**config.mk**
```make
export PLATFORM = sky130hd
export DESIGN_NAME = kvm_blend
export DESIGN_NICKNAME = d
export VERILOG_FILES = /design/src/rtl/core/kvm_pkg.sv /design/src/rtl/core/kvm_blend.sv
export SDC_FILE = /design/constraint.sdc
export NUM_CORES = 2
export LEC_CHECK = 0
export ABC_AREA = 1
export ABC_CLOCK_PERIOD_IN_PS = 9440
export BUFFER_PORTS_ARGS = -buffer_cell sky130_fd_sc_hd__buf_2
export CAP_MARGIN = 20
export CORE_MARGIN = 2
export CORE_UTILIZATION = 60
export CTS_CLUSTER_SIZE = 14
export DETAILED_ROUTE_END_ITERATION = 6
export PLACE_DENSITY_LB_ADDON = 0.3
export SKIP_LAST_GASP = 1
export SYNTH_ARGS = -nofsm -noshare
export SYNTH_HDL_FRONTEND = slang
export SYNTH_SLANG_ARGS = --single-unit
```
**constraint.sdc**
```tcl
create_clock -name clk -period 9.44 [get_ports clk]
set_input_delay 1.888 -clock clk [delete_from_list [all_inputs] [get_ports clk]]
set_output_delay 1.888 -clock clk [all_outputs]
set_load 0.1 [all_outputs]
```
**src/rtl/core/kvm_pkg.sv**
```systemverilog
// ----------------------------------------------------------------------------
// kvm_pkg
// Shared types, constants and command codes of the keyframe vertex morph
// animator: payload structs, configuration and control bundles.
// ----------------------------------------------------------------------------
package kvm_pkg;

  localparam int FRAME_W     = 6;
  localparam int VERT_W      = 10;
  localparam int ADDR_W      = FRAME_W + VERT_W;
  localparam int STORE_DEPTH = 1 << ADDR_W;
  localparam int COORD_W     = 32;
  localparam int PHASE_W     = 17;
  localparam int SPEED_W     = 16;
  localparam int DT_W        = 16;
  localparam int FCOUNT_W    = 7;
  localparam int VCOUNT_W    = 11;
  localparam int CFG_IDX_W   = 3;
  localparam int CFG_DATA_W  = 16;
  localparam int NUM_LANES   = 3;

  localparam logic [PHASE_W-1:0] PHASE_ONE = 17'h10000;

  localparam logic [1:0] CMD_LOAD = 2'd0;
  localparam logic [1:0] CMD_TICK = 2'd1;
  localparam logic [1:0] CMD_PLAY = 2'd2;
  localparam logic [1:0] CMD_READ = 2'd3;

  localparam logic [CFG_IDX_W-1:0] REG_SPEED   = 3'd0;
  localparam logic [CFG_IDX_W-1:0] REG_INTERP  = 3'd1;
  localparam logic [CFG_IDX_W-1:0] REG_CONNECT = 3'd2;
  localparam logic [CFG_IDX_W-1:0] REG_UPDATE  = 3'd3;
  localparam logic [CFG_IDX_W-1:0] REG_FCOUNT  = 3'd4;
  localparam logic [CFG_IDX_W-1:0] REG_VCOUNT  = 3'd5;

  typedef struct packed {
    logic [1:0]                command;
    logic [FRAME_W-1:0]        frame_index;
    logic [VERT_W-1:0]         vertex_index;
    logic signed [COORD_W-1:0] coord_x;
    logic signed [COORD_W-1:0] coord_y;
    logic signed [COORD_W-1:0] coord_z;
    logic [DT_W-1:0]           delta_time;
    logic [FRAME_W-1:0]        range_start;
    logic [FRAME_W-1:0]        range_end;
  } in_item_t;

  typedef struct packed {
    logic [FRAME_W-1:0]        frame_now;
    logic [PHASE_W-1:0]        blend_phase;
    logic signed [COORD_W-1:0] out_x;
    logic signed [COORD_W-1:0] out_y;
    logic signed [COORD_W-1:0] out_z;
  } out_item_t;

  typedef struct packed {
    logic [SPEED_W-1:0]  anim_speed;
    logic                interpolate_mode;
    logic                connected_loop;
    logic                update_enable;
    logic [FCOUNT_W-1:0] frame_count;
    logic [VCOUNT_W-1:0] vertex_count;
  } cfg_t;

  typedef struct packed {
    logic               play;
    logic               tick_mul;
    logic               tick_upd;
    logic [FRAME_W-1:0] range_start;
    logic [FRAME_W-1:0] range_end;
    logic [DT_W-1:0]    delta_time;
  } anim_ctrl_t;

  typedef struct packed {
    logic [FRAME_W-1:0] frame_now;
    logic [PHASE_W-1:0] phase;
    logic [FRAME_W-1:0] shown_from;
    logic [FRAME_W-1:0] shown_to;
    logic [PHASE_W-1:0] shown_weight;
  } anim_state_t;

  typedef struct packed {
    logic capture_a;
    logic capture_prod;
  } blend_ctrl_t;

  typedef logic [NUM_LANES-1:0][COORD_W-1:0] lanes_t;

endpackage

```
**src/rtl/core/kvm_blend.sv**
```systemverilog
// ----------------------------------------------------------------------------
// kvm_blend
// Three-lane blend datapath: a + floor((b - a) * w / 65536) per coordinate,
// with the frame-a sample and the product held in registers.
// ----------------------------------------------------------------------------
module kvm_blend (
  input  logic                         clk,
  input  kvm_pkg::blend_ctrl_t         ctrl,
  input  kvm_pkg::lanes_t              rdata,
  input  logic [kvm_pkg::PHASE_W-1:0]  weight,
  output kvm_pkg::lanes_t              result
);
  import kvm_pkg::*;

  localparam int PROD_W = COORD_W + 1 + PHASE_W + 1;

  logic [NUM_LANES-1:0][COORD_W-1:0] a_r;
  logic signed [PROD_W-1:0]          prod_r [NUM_LANES];

  logic signed [COORD_W:0]           diff   [NUM_LANES];
  logic signed [PROD_W-17:0]         term   [NUM_LANES];
  logic signed [PROD_W-17:0]         sum    [NUM_LANES];

  always_comb begin
    for (int i = 0; i < NUM_LANES; i++) begin
      diff[i] = $signed({rdata[i][COORD_W-1], rdata[i]})
              - $signed({a_r[i][COORD_W-1], a_r[i]});
      // dropping the low bits of the signed product gives the floor
      term[i] = prod_r[i][PROD_W-1:16];
      sum[i]  = $signed({{(PROD_W-16-COORD_W){a_r[i][COORD_W-1]}}, a_r[i]}) + term[i];
      result[i] = sum[i][COORD_W-1:0];
    end
  end

  always_ff @(posedge clk) begin
    for (int i = 0; i < NUM_LANES; i++) begin
      if (ctrl.capture_a) begin
        a_r[i] <= rdata[i];
      end
      if (ctrl.capture_prod) begin
        prod_r[i] <= diff[i] * $signed({1'b0, weight});
      end
    end
  end

endmodule

```
==> run metrics <==
antenna violations before repair 5; post-synthesis sequential element count between 150 and 200; Fillers just over 10k; routability congestion estimate from global placement between 0.9 and 1; Arr. time, crit path approximately 9.5 ns; net total in the final layout 11.8k; vias in the first global route around 66k; clock tree skew after final layout approximately 0.028 ns; synthesis warning total 0; post-synthesis async set-or-reset flop share 0; violated checks design-rule violations; share of synthesized cell area in and, or, nand and nor gates 0.169; Bufs on Longest Clock Path 2; Synth Net Count between 10k and 15k; Largest stage delay, worst path 0.57 ns; post-synthesis area per instance slightly above 8 um^2; multiplexer area fraction after synthesis 0; count of flip-flops with a built-in enable after synthesis approximately 190; CP Launch Type input pin; GR Layer Usage met3 0.0708; adder-cell share of the synthesized area 0.518; Die Width about 350 um; Critical Path RT 9.79 ns; standard-cell rows 127; Core Box Area between 100000 and 150000 um^2; Post-Route WL 215 mm; cts-stage hold buffer count 0; count of distinct cell types in the synthesized netlist 67; grt met2 use 0.608; max cap viols 0; Layout Utilization 0.671; kind of critical path in2reg; I/O pin cnt ~210; clock root buffer sky130_fd_sc_hd__clkbuf_16; buffers inserted during post-CTS setup optimization 0; Starting DRT DRC Count between 5k and 6k; final count of negative-setup-slack endpoints 0; post-synthesis xor/xnor area fraction 0.0329; post-synthesis cell area between 70000 and 80000 um^2; clock transition at the registers of the reported paths ~0.11 ns; met1 demand-to-capacity share in global routing 0.449; Resized cells post-CTS 0; final std cell area, no fill roughly 80000 um^2; number of hold violations in the final report 0; DR vias/cell between 5 and 6; # DRC 3; clock period minus final worst setup slack 9.12 ns; placed instance area around 80000 um^2; largest net degree at the start of global routing 97; Initial Utilization 0.604; layer carrying the most global-route usage met2; wire length per cell after detailed routing between 15 and 20 um; insertion delay of the later-clocked pin in the worst-skew pair slightly below 0.6 ns; GRT Util Overall 0.365; dominant combinational cell family by area after synthesis adder cells; Total Negative Setup Slacks 0 ns; most used cells in the layout excluding fill and tap cells sky130_fd_sc_hd__inv_1 (2357), sky130_fd_sc_hd__fa_1 (1548), sky130_fd_sc_hd__nand2_1 (1361), sky130_fd_sc_hd__nor2_1 (1179), sky130_fd_sc_hd__buf_4 (620); cell type of the slowest stage on the worst timing path sky130_fd_sc_hd__fa_1; number of standard cells after synthesis about 9k; cell repeated most along the worst path sky130_fd_sc_hd__nand2_1; result of the run finished with violations; detailed-routing iteration count for the pre-antenna-repair pass 7; H-tree depth 4; compound-cell area share of the yosys netlist 0.0611; Slew Limit Headroom 0.222; critical path endpoint category flop; Highest Clock Rate approximately 110 MHz; area of the die roughly 120000 um^2; number of clock buffers inserted by TritonCTS 17; class of the worst hold path reg2reg; Num Clock Sinks 192; HPWL reported at the end of detailed placement around 180 mm; first-pass GRT wire length between 300 and 400 mm; number of port buffers ~210; CTS tree built; die span in y between 300 and 400 um; transition time of the tightest slew-check pin roughly 1.2 ns; Layout area overhead 11.1%; primary flip-flop cell chosen by synthesis mapping sky130_fd_sc_hd__edfxtp_1; RSZ-0062 raised after global routing no; number of nets with antenna violations after routing 0; Final Slew Violations 0; ratio of cells with drive above 1 in the final layout 0.114; final worst-path cycle share 0.967; total gr overflow 0; sequential fraction of the synthesis area 0.0797; total number of vias between 60k and 70k; Max FO, Critical Path 5; most frequent standard cell in the layout excluding fill and tap cells sky130_fd_sc_hd__inv_1
-- path summary, 6_finish.rpt --
check             from        endpoint  slack, ns  cells after the start
max          rdata[64]  prod_r[0][149]       0.32                     39
min            a_r[31]   prod_r[0][47]       1.28                     10
max reg2reg    a_r[64]  prod_r[0][149]       1.27                     37
min reg2reg    a_r[31]   prod_r[0][47]       1.28                     10
-- final cells by class --
| class | instances | area (um^2) | share of cell area |
|---|---|---|---|
| sequential | 192 | 5770 | 0.0718 |
| inverter | 2392 | 8980 | 0.112 |
| multi-input combinational | 6121 | 56500 | 0.703 |
| antenna | 4 | 10.0 | 0.000125 |
| tap | 1612 | 2020 | 0.0251 |
| clock buffer | 17 | 425 | 0.00529 |
| clock inverter | 15 | 239 | 0.00297 |
| timing repair buffer | 861 | 6390 | 0.0795 |
-- worst max-delay path, delay by kind of cell --
| kind | cells | cell delay, ns |
|---|---|---|
| simple gates | 18 | 2.53 |
| compound gates | 2 | 0.24 |
| fa+ha+maj | 9 | 3.98 |
| buf+inv | 10 | 0.82 |
-- flip-flops by register name, indices dropped and copies added, names as in the netlist --
name,count
a_r,96
prod_r,96
-- logic make-up after synthesis --
family          count (synthesis)
fa+ha+maj                    2067
xor+xnor                      263
compound gates                780
simple gates                 3011
buf+inv                      2657
flops                         192
-- routing by layer --
metal	up-vias	wire length, um	part of all wire
met5	-	10	0.000046
met3	773	17900	0.083
li1	27600	-	-
met4	2	13600	0.063
met2	2856	102000	0.47
met1	30200	81800	0.38
-- cells in the mapped netlist (5+ instances only) --
library cell               instances  area, um^2
sky130_fd_sc_hd__a21boi_0          9        67.6
sky130_fd_sc_hd__a21o_1           28         210
sky130_fd_sc_hd__a21oi_1         394        1970
sky130_fd_sc_hd__a21oi_2           9        78.8
sky130_fd_sc_hd__a31oi_1          30         188
sky130_fd_sc_hd__and3_1            6        37.5
sky130_fd_sc_hd__buf_1             7        26.3
sky130_fd_sc_hd__buf_2            35         175
sky130_fd_sc_hd__buf_4            13        97.6
sky130_fd_sc_hd__clkbuf_1        205         769
sky130_fd_sc_hd__clkinv_1         10        37.5
sky130_fd_sc_hd__edfxtp_1        192        5770
sky130_fd_sc_hd__fa_1           1548       31000
sky130_fd_sc_hd__ha_1            519        6490
sky130_fd_sc_hd__inv_1          2363        8870
sky130_fd_sc_hd__inv_2            19        71.3
sky130_fd_sc_hd__nand2_1        1364        5120
sky130_fd_sc_hd__nand2_2          21         131
sky130_fd_sc_hd__nand3_1         226        1130
sky130_fd_sc_hd__nand3b_1          8        60.1
sky130_fd_sc_hd__nand4_1          22         138
sky130_fd_sc_hd__nor2_1         1179        4430
sky130_fd_sc_hd__nor2_2           20         125
sky130_fd_sc_hd__nor3_1           41         205
sky130_fd_sc_hd__nor4_1           26         163
sky130_fd_sc_hd__o211ai_1          7        52.6
sky130_fd_sc_hd__o21a_1           19         143
sky130_fd_sc_hd__o21ai_0         201        1010
sky130_fd_sc_hd__o21ai_1          11        55.1
sky130_fd_sc_hd__o21ai_2           6        52.6
sky130_fd_sc_hd__o21bai_1         22         165
sky130_fd_sc_hd__o221ai_1          5        43.8
sky130_fd_sc_hd__o31ai_1           6        45.0
sky130_fd_sc_hd__or2_1             8        50.1
sky130_fd_sc_hd__or2_2            76         475
sky130_fd_sc_hd__xnor2_1          84         736
sky130_fd_sc_hd__xor2_1          169        1480
sky130_fd_sc_hd__xor2_2            6        97.6
-- per-stage QoR --
stage / std cells / setup slack, ns / hold WS, ns
finish: 11200 / 0.315 / 1.28
global route: 11200 / 0.0103 / 1.42
floorplan: 8970 / 0.549 / 1.11
CTS: 11200 / 0.369 / 1.26
global placement: 11200 / -0.191 / 1.22
detailed placement: 11200 / -0.241 / 1.26
Power is not shown: default switching activity piles up to over one toggle a cycle in this logic, so the estimate is an artifact.
