### config.mk
export PLATFORM = sky130hd
export DESIGN_NAME = kvm_anim
export DESIGN_NICKNAME = d
export VERILOG_FILES = /design/src/rtl/core/kvm_pkg.sv /design/src/rtl/core/kvm_anim.sv
export SDC_FILE = /design/constraint.sdc
export NUM_CORES = 1
export LEC_CHECK = 0
export ABC_AREA = 1
export BUFFER_PORTS_ARGS = -buffer_cell sky130_fd_sc_hd__buf_2
export CAP_MARGIN = 20
export CORE_MARGIN = 5
export CORE_UTILIZATION = 45
export CTS_CLUSTER_SIZE = 40
export DETAILED_ROUTE_END_ITERATION = 6
export GPL_ROUTABILITY_DRIVEN = 0
export GPL_TIMING_DRIVEN = 1
export PLACE_DENSITY = 0.74
export SETUP_SLACK_MARGIN = 0.02
export SYNTH_ARGS = -nofsm -noshare
export SYNTH_HDL_FRONTEND = slang
export SYNTH_SLANG_ARGS = --single-unit
### constraint.sdc
create_clock -name clk -period 18.9 [get_ports clk]
set_input_delay 1.89 -clock clk [delete_from_list [all_inputs] [get_ports clk]]
set_output_delay 1.89 -clock clk [all_outputs]
set_load 0.005 [all_outputs]
### src/rtl/core/kvm_pkg.sv
// ----------------------------------------------------------------------------
// kvm_pkg
// Shared types, constants and command codes of the keyframe vertex morph
// animator: payload structs, configuration and control bundles.
// ----------------------------------------------------------------------------
package kvm_pkg;

  localparam int FRAME_W     = 6;
  localparam int VERT_W      = 10;
  localparam int ADDR_W      = FRAME_W + VERT_W;
  localparam int STORE_DEPTH = 1 << ADDR_W;
  localparam int COORD_W     = 32;
  localparam int PHASE_W     = 17;
  localparam int SPEED_W     = 16;
  localparam int DT_W        = 16;
  localparam int FCOUNT_W    = 7;
  localparam int VCOUNT_W    = 11;
  localparam int CFG_IDX_W   = 3;
  localparam int CFG_DATA_W  = 16;
  localparam int NUM_LANES   = 3;

  localparam logic [PHASE_W-1:0] PHASE_ONE = 17'h10000;

  localparam logic [1:0] CMD_LOAD = 2'd0;
  localparam logic [1:0] CMD_TICK = 2'd1;
  localparam logic [1:0] CMD_PLAY = 2'd2;
  localparam logic [1:0] CMD_READ = 2'd3;

  localparam logic [CFG_IDX_W-1:0] REG_SPEED   = 3'd0;
  localparam logic [CFG_IDX_W-1:0] REG_INTERP  = 3'd1;
  localparam logic [CFG_IDX_W-1:0] REG_CONNECT = 3'd2;
  localparam logic [CFG_IDX_W-1:0] REG_UPDATE  = 3'd3;
  localparam logic [CFG_IDX_W-1:0] REG_FCOUNT  = 3'd4;
  localparam logic [CFG_IDX_W-1:0] REG_VCOUNT  = 3'd5;

  typedef struct packed {
    logic [1:0]                command;
    logic [FRAME_W-1:0]        frame_index;
    logic [VERT_W-1:0]         vertex_index;
    logic signed [COORD_W-1:0] coord_x;
    logic signed [COORD_W-1:0] coord_y;
    logic signed [COORD_W-1:0] coord_z;
    logic [DT_W-1:0]           delta_time;
    logic [FRAME_W-1:0]        range_start;
    logic [FRAME_W-1:0]        range_end;
  } in_item_t;

  typedef struct packed {
    logic [FRAME_W-1:0]        frame_now;
    logic [PHASE_W-1:0]        blend_phase;
    logic signed [COORD_W-1:0] out_x;
    logic signed [COORD_W-1:0] out_y;
    logic signed [COORD_W-1:0] out_z;
  } out_item_t;

  typedef struct packed {
    logic [SPEED_W-1:0]  anim_speed;
    logic                interpolate_mode;
    logic                connected_loop;
    logic                update_enable;
    logic [FCOUNT_W-1:0] frame_count;
    logic [VCOUNT_W-1:0] vertex_count;
  } cfg_t;

  typedef struct packed {
    logic               play;
    logic               tick_mul;
    logic               tick_upd;
    logic [FRAME_W-1:0] range_start;
    logic [FRAME_W-1:0] range_end;
    logic [DT_W-1:0]    delta_time;
  } anim_ctrl_t;

  typedef struct packed {
    logic [FRAME_W-1:0] frame_now;
    logic [PHASE_W-1:0] phase;
    logic [FRAME_W-1:0] shown_from;
    logic [FRAME_W-1:0] shown_to;
    logic [PHASE_W-1:0] shown_weight;
  } anim_state_t;

  typedef struct packed {
    logic capture_a;
    logic capture_prod;
  } blend_ctrl_t;

  typedef logic [NUM_LANES-1:0][COORD_W-1:0] lanes_t;

endpackage

### src/rtl/core/kvm_anim.sv
// ----------------------------------------------------------------------------
// kvm_anim
// Animation state: phase accumulation, frame stepping over the play range
// and the displayed frame pair with its blend weight.
// ----------------------------------------------------------------------------
module kvm_anim (
  input  logic                clk,
  input  logic                rst_n,
  input  kvm_pkg::cfg_t       cfg,
  input  kvm_pkg::anim_ctrl_t ctrl,
  output kvm_pkg::anim_state_t st
);
  import kvm_pkg::*;

  logic [PHASE_W-1:0] phase_r, phase_nxt;
  logic [FRAME_W-1:0] cur_r, cur_nxt;
  logic [FRAME_W-1:0] first_r, first_nxt;
  logic [FRAME_W-1:0] last_r, last_nxt;
  logic [FRAME_W-1:0] from_r, from_nxt;
  logic [FRAME_W-1:0] to_r, to_nxt;
  logic [PHASE_W-1:0] weight_r, weight_nxt;
  logic [SPEED_W+DT_W-1:0] prod_r;

  logic               tick_live;
  logic [24:0]        phase_sum;
  logic [PHASE_W-1:0] phase_sat;
  logic [FRAME_W:0]   limit;
  logic [FRAME_W:0]   step;
  logic               wrap;
  logic [FRAME_W-1:0] next_shown;
  logic [FRAME_W-1:0] cur_adv;

  // speed times delta, registered ahead of the phase add
  always_ff @(posedge clk) begin
    if (ctrl.tick_mul) begin
      prod_r <= cfg.anim_speed * ctrl.delta_time;
    end
  end

  always_comb begin
    tick_live  = (cfg.frame_count > 7'd1) && cfg.update_enable;
    phase_sum  = {8'b0, phase_r} + {1'b0, prod_r[SPEED_W+DT_W-1:8]};
    phase_sat  = (phase_sum >= {8'b0, PHASE_ONE}) ? PHASE_ONE : phase_sum[PHASE_W-1:0];
    limit      = {1'b0, last_r} + {{FRAME_W{1'b0}}, cfg.connected_loop};
    next_shown = (cfg.connected_loop && (cur_r == last_r)) ? first_r
                                                           : cur_r + 6'd1;
    step       = {1'b0, cur_r} + 7'd1;
    wrap       = cfg.connected_loop ? (step > {1'b0, last_r}) : (step >= {1'b0, last_r});
    cur_adv    = wrap ? first_r : step[FRAME_W-1:0];

    phase_nxt  = phase_r;
    cur_nxt    = cur_r;
    first_nxt  = first_r;
    last_nxt   = last_r;
    from_nxt   = from_r;
    to_nxt     = to_r;
    weight_nxt = weight_r;

    priority if (ctrl.play) begin
      first_nxt = ctrl.range_start;
      last_nxt  = ctrl.range_end;
      cur_nxt   = ctrl.range_start;
      phase_nxt = '0;
    end else if (ctrl.tick_upd && tick_live) begin
      phase_nxt = phase_sat;
      if (cfg.interpolate_mode && ({1'b0, cur_r} < limit)) begin
        from_nxt   = cur_r;
        to_nxt     = next_shown;
        weight_nxt = phase_sat;
      end
      // advance the frame once the phase is full
      if (phase_sat == PHASE_ONE) begin
        phase_nxt = '0;
        cur_nxt   = cur_adv;
        if (!cfg.interpolate_mode) begin
          from_nxt   = cur_adv;
          to_nxt     = cur_adv;
          weight_nxt = '0;
        end
      end
    end
  end

  always_ff @(posedge clk) begin
    if (!rst_n) begin
      phase_r  <= '0;
      cur_r    <= '0;
      first_r  <= '0;
      last_r   <= '0;
      from_r   <= '0;
      to_r     <= '0;
      weight_r <= '0;
    end else begin
      phase_r  <= phase_nxt;
      cur_r    <= cur_nxt;
      first_r  <= first_nxt;
      last_r   <= last_nxt;
      from_r   <= from_nxt;
      to_r     <= to_nxt;
      weight_r <= weight_nxt;
    end
  end

  assign st.frame_now    = cur_r;
  assign st.phase        = phase_r;
  assign st.shown_from   = from_r;
  assign st.shown_to     = to_r;
  assign st.shown_weight = weight_r;

endmodule

==> results by group, run 1 <==
Route
  • Drt first pass iters: 7
  • Via count: around 13,000
  • First DRT Iteration DRCs: 929
  • Remaining routing DRC violations: 0
  • Number of routed nets with antenna violations: 0
  • Average wire length per cell after detail routing: around 15 microns
  • Final wirelength: about 38,000 microns
  • Via/cell ratio: a little over 5

Layout
  • Combined flip-flop and latch cell area: between 2000 and 2500 sq um
  • Diode insertion count for antenna repair: 0
  • Most frequent standard cell in the layout excluding fill and tap cells: nand2_1
  • Fill cells: around 3,200
  • Net count of the finished layout: 2,460
  • Most frequent cells in the layout: nand2_1 (577), inv_1 (454), fa_1 (194)
  • Fraction of final layout cells with drive strength greater than 1: 0.09087
  • Area growth from synthesis to layout: 7.260%
  • Area of the multi-input gates: ~11,000 sq um
  • Final Core Density: 0.4864

STA
  • Slew at the pin closest to its max-slew limit: around 0.95 ns
  • Highest Clock Rate: 0.1350 GHz
  • TNS Setup: 0 ns
  • Worst hold slack: 0.4782 ns
  • Fin crit share: 0.3919
  • RSZ-0062 raised after global routing: no
  • Count of pins over their slew limit: 0
  • Number of hold violations in the final report: 0
  • Final critical path time including I/O delays and setup: about 7.4 ns
  • Setup-failing EPs final: 0
  • Worst Skew: ~0.009 ns
  • Worst slew margin: 0.3661

Critical path
  • Setup crit start kind: primary input
  • Depth of the worst register-to-register path: 17
  • Biggest cell delay along the critical path: a little under 0.6 ns
  • Cell-by-cell listing of the critical path: buf_2, nand2_1, fa_1, fa_1, fa_1, fa_1, inv_1, fa_1, inv_1, fa_1, inv_1, ha_1, nand4_1, nor2_1, inv_1, o21bai_1, inv_1, o21ai_1, nand2_1, nand2_1, nand3_1, nand3_1, nand2_1
  • Worst setup EP type: register
  • Path type of the worst setup path: primary input to register
  • Cell mode on critical path: fa_1
  • Cell at the slowest stage of the critical path: fa_1
  • Worst Path Required: between 15 and 20 ns
  • Crit path max fanout: 16
  • Arrival time worst endpoint: 7.51 ns

Floorplanning
  • I/O pin cnt: around 120
  • Row count: 66
  • Core Area: about 32,000 sq um
  • Vertical die dimension: roughly 190 microns
  • Horiz. Die Dim: between 150 and 200 microns
  • Die footprint: 36,420 sq um
  • Effective utilization at floorplan: 0.4535

Global route
  • Total routing usage reported by global routing: 0.2131
  • First-pass GRT wire length: about 64,000 microns
  • Vias in the first global route: 13,310
  • GRT overflow: 0
  • Initial antenna violation count: 1
  • Maximum number of pins on one net before global-route repair: 41

Synth
  • Syn_area_per_cell: around 7.2 sq um
  • Most used flip-flop cell after synthesis: dfxtp_1
  • Number of enable-type register cells in the synthesized netlist: 24
  • Unique cell type count in the Yosys netlist: 45
  • Synthesized net count: 2,431
  • Register area share after synthesis: 0.1360
  • Cell count after synthesis: roughly 2,000
  • Cell accounting for the most synthesized area: fa_1
  • Post-synthesis register bit count: 88
  • Fraction of registers with async set or reset after synthesis: 0
  • Biggest area contributors in the synthesized netlist: fa_1 (26%), nand2_1 (15%), inv_1 (12%)
  • Post-synth top area share: 0.2639
  • Synthesis Warnings: 0
  • Netlist area before placement: approximately 15,000 sq um

Clock network
  • Number of levels in the clock H-tree: 3
  • Clock tree from TritonCTS: done
  • Clock buffers created by TritonCTS: 9
  • Worst-skew pair later-pin latency: about 0.35 ns
  • Root buf cell: clkbuf_16
  • Sinks on the clock net: 88
  • CTS Hold Bufs: 0
  • Reg clk slew, reported paths: 0.06 ns
  • Number of gates resized after cts: 0
  • Max clock buf depth: 2
  • Post-CTS repair timing setup buffer count: 0

Power
  • Peak supply drop: roughly 0.2 mV
  • Static leakage: slightly below 9 nW
  • Power density normalized to cell area: 173.0 nW/um^2

Flow run
  • Max Cap Viol: 0

Placement
  • Half-perimeter wire length after placement: just over 30,000 microns
  • Total of buffers placed on input and output ports: ~110

Run status
  • Outcome: finished clean

Hold path
  • Hold WC Path Type: register to register
  • Cell depth of the worst min-delay path: 2
-- report_power, final --
group / leakage [nW] / total (mW) / internal [mW] / switching [mW]
clock: 0.170 / 0.201 / 0.123 / 0.0779
sequential: 0.757 / 0.355 / 0.328 / 0.0272
combinational: 7.96 / 2.18 / 0.790 / 1.39
total: 8.88 / 2.73 / 1.24 / 1.49
-- critical path, delay by kind of cell --
kind            cells  cell delay, ns
compound gates      2            0.56
fa+ha+maj           7            3.45
buf+inv             6            0.65
simple gates        8            0.94
-- cell usage after synthesis, drive strengths merged, types with 4 or more instances --
master / count
nand3b: 4
a31oi: 8
inv: 464
a21o: 5
o21a: 12
a21oi: 92
clkbuf: 82
o21ai: 97
xor2: 33
nand2: 585
nand4: 13
edfxtp: 24
nor3: 14
xnor2: 13
clkinv: 5
fa: 194
dfxtp: 64
nand3: 90
ha: 132
nor4: 5
nor2: 67
o211ai: 7
buf: 11
-- final cells by class --
| class | count | area share |
|---|---|---|
| multi-input combinational | 1385 | 0.6684 |
| sequential | 88 | 0.1268 |
| inverter | 469 | 0.1115 |
| timing repair buffer | 111 | 0.03662 |
| tap | 442 | 0.03503 |
| clock buffer | 12 | 0.01831 |
| clock inverter | 4 | 0.003329 |
-- metal layers --
layer / vias up / wire, microns / global-route usage
li1: 6213 / - / -
met1: 6069 / 15660 / 0.2758
met2: 525 / 18240 / 0.3679
met3: 86 / 2802 / 0.02819
met4: 2 / 1129 / 0.07376
met5: - / 10 / 0
-- registers in the layout, indices dropped and copies added (netlist names) --
| name | cells |
|---|---|
| weight_r | 17 |
| first_r | 6 |
| to_r | 6 |
| from_r | 6 |
| prod_r | 24 |
| cur_r | 6 |
| last_r | 6 |
| phase_r | 17 |
-- cells by family (layout without fill, tap and decap cells) --
kind of cell | count (synthesis) | count (layout) | share of synthesized area
XOR/XNOR | 46 | 46 | 0.02737
AO/OA/AOI/OAI | 232 | 232 | 0.08824
buffers and inverters | 562 | 596 | 0.1477
adder cells (fa/ha/maj) | 326 | 326 | 0.3761
AND/OR/NAND/NOR | 781 | 781 | 0.2246
flip-flops | 88 | 88 | 0.1360
-- through the flow --
step | cells | total power, mW | setup slack (ns) | area [sq um]
floorplan | 2035 | 1.982 | 11.57 | 14720
finish | 2511 | 2.731 | 11.49 | 15790
global placement | 2494 | 2.494 | 11.25 | 15420
CTS | 2510 | 2.742 | 11.54 | 15760
global route | 2511 | 3.058 | 11.15 | 15790
detailed placement | 2494 | 2.522 | 11.18 | 15420
-- final timing paths --
kind | endpoint | slack [ns] | startpoint
hold reg to reg | weight_r[0] | 0.48 | weight_r[0]
setup / recovery | prod_r[27] | 11.49 | cfg[30]
setup reg to reg | cur_r[0] | 15.22 | prod_r[8]
hold / removal | weight_r[0] | 0.48 | weight_r[0]
Power figures use the tool's default switching activity.
==> run 2: changes to the inputs <==
PLACE_DENSITY = 0.76   (was 0.74)
clock period = 6.5 ns   (was 18.9 ns; I/O delays follow)
==> run 2 against run 1 <==
  * Worst setup slack worse by 11 ns
  * Sequential share of layout area about the same
  * Via count up 0.92%
  * Core utilization up 0.093 points
  * Clock power rose to 2.6 times the previous value
  * Combinational power rose to 2.9 times the previous value
  * Critical endpoint is now prod_r[29]
  * Highest routed layer unchanged
==> results by group, run 2 (synthesis results as in run 1) <==
Run status
  • Outcome: finished clean

Clock network
  • Sinks on the clock net: just under 90
  • Number of levels in the clock H-tree: 3
  • Root buf cell: clkbuf_16
  • Clock tree from TritonCTS: done
  • Post-CTS repair timing setup buffer count: 0
  • Max clock buf depth: 2
  • Clock buffers created by TritonCTS: 9
  • Reg clk slew, reported paths: 0.07 ns
  • Number of gates resized after cts: 0
  • Worst-skew pair later-pin latency: approximately 0.35 ns
  • CTS Hold Bufs: 0

Layout
  • Fill cells: 3,204
  • Area growth from synthesis to layout: 7.464%
  • Biggest registers after layout: prod_r x24, phase_r x17, weight_r x17
  • Fraction of final layout cells with drive strength greater than 1: 0.09476
  • Most frequent standard cell in the layout excluding fill and tap cells: nand2_1
  • Combined flip-flop and latch cell area: 2002 sq um
  • Most frequent cells in the layout: nand2_1 (577), inv_1 (454), fa_1 (194)
  • Flip-flop count of the largest register, all copies and words added: 24
  • Area of the multi-input gates: ~11,000 sq um
  • Diode insertion count for antenna repair: 0
  • Net count of the finished layout: 2,470
  • Largest reg by FF count: prod_r

Power
  • Static leakage: approximately 8.9 nW
  • Total design power: about 8 mW
  • Peak supply drop: between 0.5 and 0.6 mV
  • Power density normalized to cell area: about 500 nW/um^2

Critical path
  • Cell mode on critical path: fa_1
  • Depth of the worst register-to-register path: 17
  • Reg-to-reg slack, setup: 2.83 ns
  • Setup crit start kind: primary input
  • Number of cells on the critical path: 20
  • Kind of cell adding the most delay to the critical path: adder cells
  • Arrival time worst endpoint: 6.06 ns
  • Worst Path Required: 6.58 ns
  • Cell at the slowest stage of the critical path: fa_1
  • Path type of the worst setup path: primary input to register
  • Worst flop-to-flop path startpoint: phase_r[0]
  • FF-to-FF End: cur_r[4]
  • Critical path buffer and inverter count: 6
  • Crit path max fanout: 16
  • Worst setup EP type: register
  • Biggest cell delay along the critical path: approximately 0.55 ns
  • Cell-by-cell listing of the critical path: buf_2, nand2_1, fa_1, inv_1, fa_1, inv_1, fa_1, inv_1, fa_1, fa_1, inv_1, fa_1, inv_1, ha_1, nand2_1, nor4_1, nand2_1, o211ai_1, a31oi_1, xor2_1

STA
  • Worst slew margin: 0.3503
  • Post-route worst setup slack: about 0.52 ns
  • Worst hold slack: 0.4819 ns
  • Number of hold violations in the final report: 0
  • TNS Setup: 0 ns
  • Slew at the pin closest to its max-slew limit: 0.9710 ns
  • Highest Clock Rate: ~0.17 GHz
  • Fin crit share: 0.9197
  • Setup-failing EPs final: 0
  • Final critical path time including I/O delays and setup: around 6 ns
  • Count of pins over their slew limit: 0
  • Worst Skew: between 0.01 and 0.015 ns
  • RSZ-0062 raised after global routing: no

Route
  • Remaining routing DRC violations: 0
  • Drt first pass iters: 5
  • First DRT Iteration DRCs: 840
  • Via/cell ratio: 5.162
  • Final wirelength: between 30,000 and 40,000 microns
  • Number of routed nets with antenna violations: 0
  • Average wire length per cell after detail routing: about 15 microns
  • Via count: about 13,000

Global route
  • Initial antenna violation count: 2
  • First-pass GRT wire length: around 62,000 microns
  • Vias in the first global route: between 10,000 and 15,000
  • Total routing usage reported by global routing: 0.2065
  • Maximum number of pins on one net before global-route repair: a little over 40
  • GRT overflow: 0

Floorplanning
  • Horiz. Die Dim: ~190 microns
  • Core Area: 32,450 sq um
  • I/O pin cnt: 122
  • Vertical die dimension: 190.9 microns
  • Row count: 66
  • Effective utilization at floorplan: 0.4535
  • Die footprint: 36,420 sq um

Flow run
  • Max Cap Viol: 0

Hold path
  • Cell depth of the worst min-delay path: 2
  • Critical hold path startpoint: weight_r[16]
  • Hold WC Path Type: register to register
  • Worst min-delay path endpoint: weight_r[16]

Placement
  • Half-perimeter wire length after placement: roughly 30,000 microns
  • Post-Place Setup Slack: 0.1898 ns
  • Total of buffers placed on input and output ports: 109
==> run 2: layer usage <==
metal | part of all wire | wire (microns) | track usage
met5 | 0.00070 | 26 | 0
met2 | 0.49 | 18360 | 0.3620
met3 | 0.075 | 2805 | 0.03588
met1 | 0.41 | 15260 | 0.2651
met4 | 0.022 | 807 | 0.05276
==> run 2: worst register-to-register path, cell delays in order (launching register included) <==
cell,delay [ns]
dfxtp_1,0.41
ha_1,0.19
inv_1,0.05
fa_1,0.43
o21ai_2,0.29
nand2_1,0.08
nand2_1,0.12
nand2_1,0.09
nand2_1,0.06
nand2_1,0.04
nand2_1,0.08
nand3_2,0.10
nor2_4,0.54
nand2_4,0.27
inv_2,0.26
nand2_1,0.28
a21oi_1,0.22
nor2_1,0.06
==> run 2: where the power goes <==
part	leakage (nW)	total, mW	internal (mW)	switching (mW)
Combinational	8.01	6.41	2.36	4.05
Clock	0.148	0.524	0.300	0.224
Sequential	0.757	1.03	0.953	0.0820
==> run 2: area by class of cell <==
cell class                      instances  share of cell area
Sequential cell                        88              0.1266
Timing Repair Buffer                  121             0.04145
Clock inverter                          6            0.004114
Clock buffer                           10             0.01448
Multi-Input combinational cell       1385              0.6671
Tap cell                              442             0.03497
Inverter                              469              0.1113
==> run 2: worst max path at each step <==
stage            start         end  slack [ns]
2_1_floorplan  cfg[31]  prod_r[27]        0.41
3_3_place_gp   cfg[30]  prod_r[27]        0.21
3_5_place_dp   cfg[32]  prod_r[27]        0.19
4_1_cts        cfg[32]  prod_r[27]        0.53
5_1_grt        cfg[30]  prod_r[29]        0.25
6_report       cfg[28]  prod_r[29]        0.52
==> run 2: through the flow <==
step	utilization	std cells	cell area (sq um)
2_1_floorplan	-	2035	14720
3_3_place_gp	0.4774	2504	15490
3_5_place_dp	0.4774	2504	15490
4_1_cts	0.4865	2520	15790
5_1_grt	0.4874	2521	15820
6_report	0.4874	2521	15820
==> run 3: changes to the inputs <==
CTS_BUF_LIST = sky130_fd_sc_hd__clkbuf_8   (was unset)
==> run 3 against run 2 <==
  * Sequential power about the same
  * Worst setup slack improved by 0.036 ns
  * Hold slack better by 0.0053 ns
  * The run now ends with design-rule violations left
  * Clock skew grew 0.0076 ns
  * Clock power fell by 26%
  * Non-clock buffer count unchanged
  * Via count shrank 0.71%
  * Maximum frequency up 0.60%
  * Final cell count unchanged
  * Sequential cell count unchanged
  * Global-route usage barely moved
==> results by group, run 3 (synthesis results as in run 1) <==
Run status
  • Outcome: finished with violations
  • Violated checks: design-rule violations

STA
  • Final critical path time including I/O delays and setup: ~5.9 ns
  • RSZ-0062 raised after global routing: no
  • Slew at the pin closest to its max-slew limit: slightly below 1 ns
  • Fin crit share: 0.9142
  • Worst Skew: 0.01835 ns
  • Number of hold violations in the final report: 0
  • Count of pins over their slew limit: 0
  • Setup-failing EPs final: 0
  • TNS Setup: 0 ns
  • Worst slew margin: 0.3370
  • Highest Clock Rate: ~0.17 GHz

Layout
  • Fill cells: about 3,200
  • Biggest registers after layout: prod_r x24, phase_r x17, weight_r x17
  • Diode insertion count for antenna repair: 0
  • Area of the multi-input gates: about 11,000 sq um
  • Flip-flop count of the largest register, all copies and words added: 24
  • Largest reg by FF count: prod_r
  • Most frequent cells in the layout: nand2_1 (577), inv_1 (455), fa_1 (194)
  • Most frequent standard cell in the layout excluding fill and tap cells: nand2_1
  • Net count of the finished layout: approximately 2,500
  • Area growth from synthesis to layout: 6.776%
  • Fraction of final layout cells with drive strength greater than 1: 0.09476
  • Cell Count, Final, Fillers Out: around 2,500
  • Combined flip-flop and latch cell area: ~2000 sq um

Route
  • Average wire length per cell after detail routing: 14.79 microns
  • First DRT Iteration DRCs: approximately 850
  • Number of routed nets with antenna violations: 0
  • Via count: 12,920
  • Drt first pass iters: 7
  • Final wirelength: ~37,000 microns
  • Remaining routing DRC violations: 4
  • Via/cell ratio: ~5.1

Global route
  • GRT overflow: 0
  • Vias in the first global route: 12,930
  • First-pass GRT wire length: between 60,000 and 70,000 microns
  • Initial antenna violation count: 2
  • Maximum number of pins on one net before global-route repair: between 40 and 50
  • Total routing usage reported by global routing: 0.2066

Critical path
  • Crit path max fanout: 16
  • FF-to-FF End: cur_r[4]
  • Worst Path Required: 6.61 ns
  • Setup crit start kind: primary input
  • Reg-to-reg slack, setup: roughly 2.8 ns
  • Arrival time worst endpoint: between 6 and 7 ns
  • Path type of the worst setup path: primary input to register
  • Depth of the worst register-to-register path: 17
  • Worst flop-to-flop path startpoint: phase_r[0]
  • Worst setup EP type: register

Power
  • Static leakage: ~9 nW
  • Switching share of power: 0.5539
  • Power density normalized to cell area: between 400 and 500 nW/um^2
  • Switching power: ~4.3 mW
  • Internal power consumption: 3.494 mW
  • Total design power: approximately 7.8 mW
  • Peak supply drop: between 0.5 and 0.6 mV
  • Combinational fraction of design power: 0.819
  • Clock network fraction of design power: 0.049
  • Power share of the sequential group: 0.132

Floorplanning
  • Effective utilization at floorplan: 0.4535
  • Row count: 66
  • Die footprint: between 30,000 and 40,000 sq um
  • Horiz. Die Dim: between 150 and 200 microns
  • Core Area: about 32,000 sq um
  • Vertical die dimension: between 150 and 200 microns
  • I/O pin cnt: between 100 and 150

Clock network
  • Post-CTS repair timing setup buffer count: 0
  • CTS Hold Bufs: 0
  • Max clock buf depth: 2
  • Root buf cell: clkbuf_8
  • Number of levels in the clock H-tree: 3
  • Number of gates resized after cts: 0
  • Reg clk slew, reported paths: approximately 0.09 ns
  • Clock buffers created by TritonCTS: 9
  • Clock tree from TritonCTS: done
  • Sinks on the clock net: between 80 and 90
  • Worst-skew pair later-pin latency: around 0.38 ns

Hold path
  • Critical hold path startpoint: weight_r[2]
  • Hold WC Path Type: register to register
  • Worst min-delay path endpoint: weight_r[2]
  • Cell depth of the worst min-delay path: 2

Flow run
  • Max Cap Viol: 0

Placement
  • Half-perimeter wire length after placement: approximately 30,000 microns
  • Total of buffers placed on input and output ports: approximately 110
  • Total instance count after detailed placement: about 2,500
## run 3: changes by cell type in the layout (fill, tap and decap cells not counted), sizes merged
cell	before	now
inv	467	468
clkbuf	10	9
## run 3: final cells by class
cell class                      instances  share of cell area
Multi-Input combinational cell       1385              0.6714
Sequential cell                        88              0.1274
Inverter                              469              0.1120
Timing Repair Buffer                  121             0.04172
Tap cell                              442             0.03519
Clock buffer                            9            0.007882
Clock inverter                          7            0.004379
## run 3: how the worst max path moves through the flow
stage / from / to / slack (ns)
finish: cfg[28] / prod_r[29] / 0.56
global route: cfg[30] / prod_r[29] / 0.29
CTS: cfg[32] / prod_r[27] / 0.57
detailed placement: cfg[32] / prod_r[27] / 0.19
global placement: cfg[30] / prod_r[27] / 0.21
floorplan: cfg[31] / prod_r[27] / 0.41
## run 3: through the flow
| stage | hold slack (ns) | setup WS (ns) | utilization | instance area, sq um |
|---|---|---|---|---|
| finish | 0.4871 | 0.5577 | 0.4842 | 15720 |
| global route | 0.5027 | 0.2944 | 0.4842 | 15720 |
| CTS | 0.4844 | 0.5689 | 0.4834 | 15690 |
| detailed placement | 0.4698 | 0.1898 | 0.4774 | 15490 |
| global placement | 0.4618 | 0.2104 | 0.4774 | 15490 |
| floorplan | 0.4525 | 0.4059 | - | 14720 |
## run 3: power by group through the flow
stage	clock network (mW)	logic [mW]	registers, mW
after CTS	0.397	6.43	1.03
final	0.386	6.41	1.03
after global placement	0	6.31	1.05
after floorplan	0	4.76	1.01
after global routing	0.419	7.25	1.04
after detailed placement	0	6.38	1.05
## run 3: metal layers
layer / part of all wire / up-vias / track usage
met5: 0.00070 / - / 0
met4: 0.019 / 4 / 0.04779
met3: 0.077 / 68 / 0.03717
met2: 0.50 / 475 / 0.3623
met1: 0.41 / 6131 / 0.2664
li1: - / 6242 / -
## run 3: critical path: stages
cell and delay, ns:
buf_2 0.35, nand2_1 0.15, fa_1 0.55, inv_1 0.06, fa_1 0.51, inv_1 0.06, fa_1 0.53, inv_1 0.05
fa_1 0.40, fa_1 0.51, inv_1 0.05, fa_1 0.47, inv_1 0.04, ha_1 0.38, nand2_1 0.12, nor4_1 0.37
nand2_1 0.09, o211ai_1 0.37, a31oi_1 0.16, xor2_1 0.17
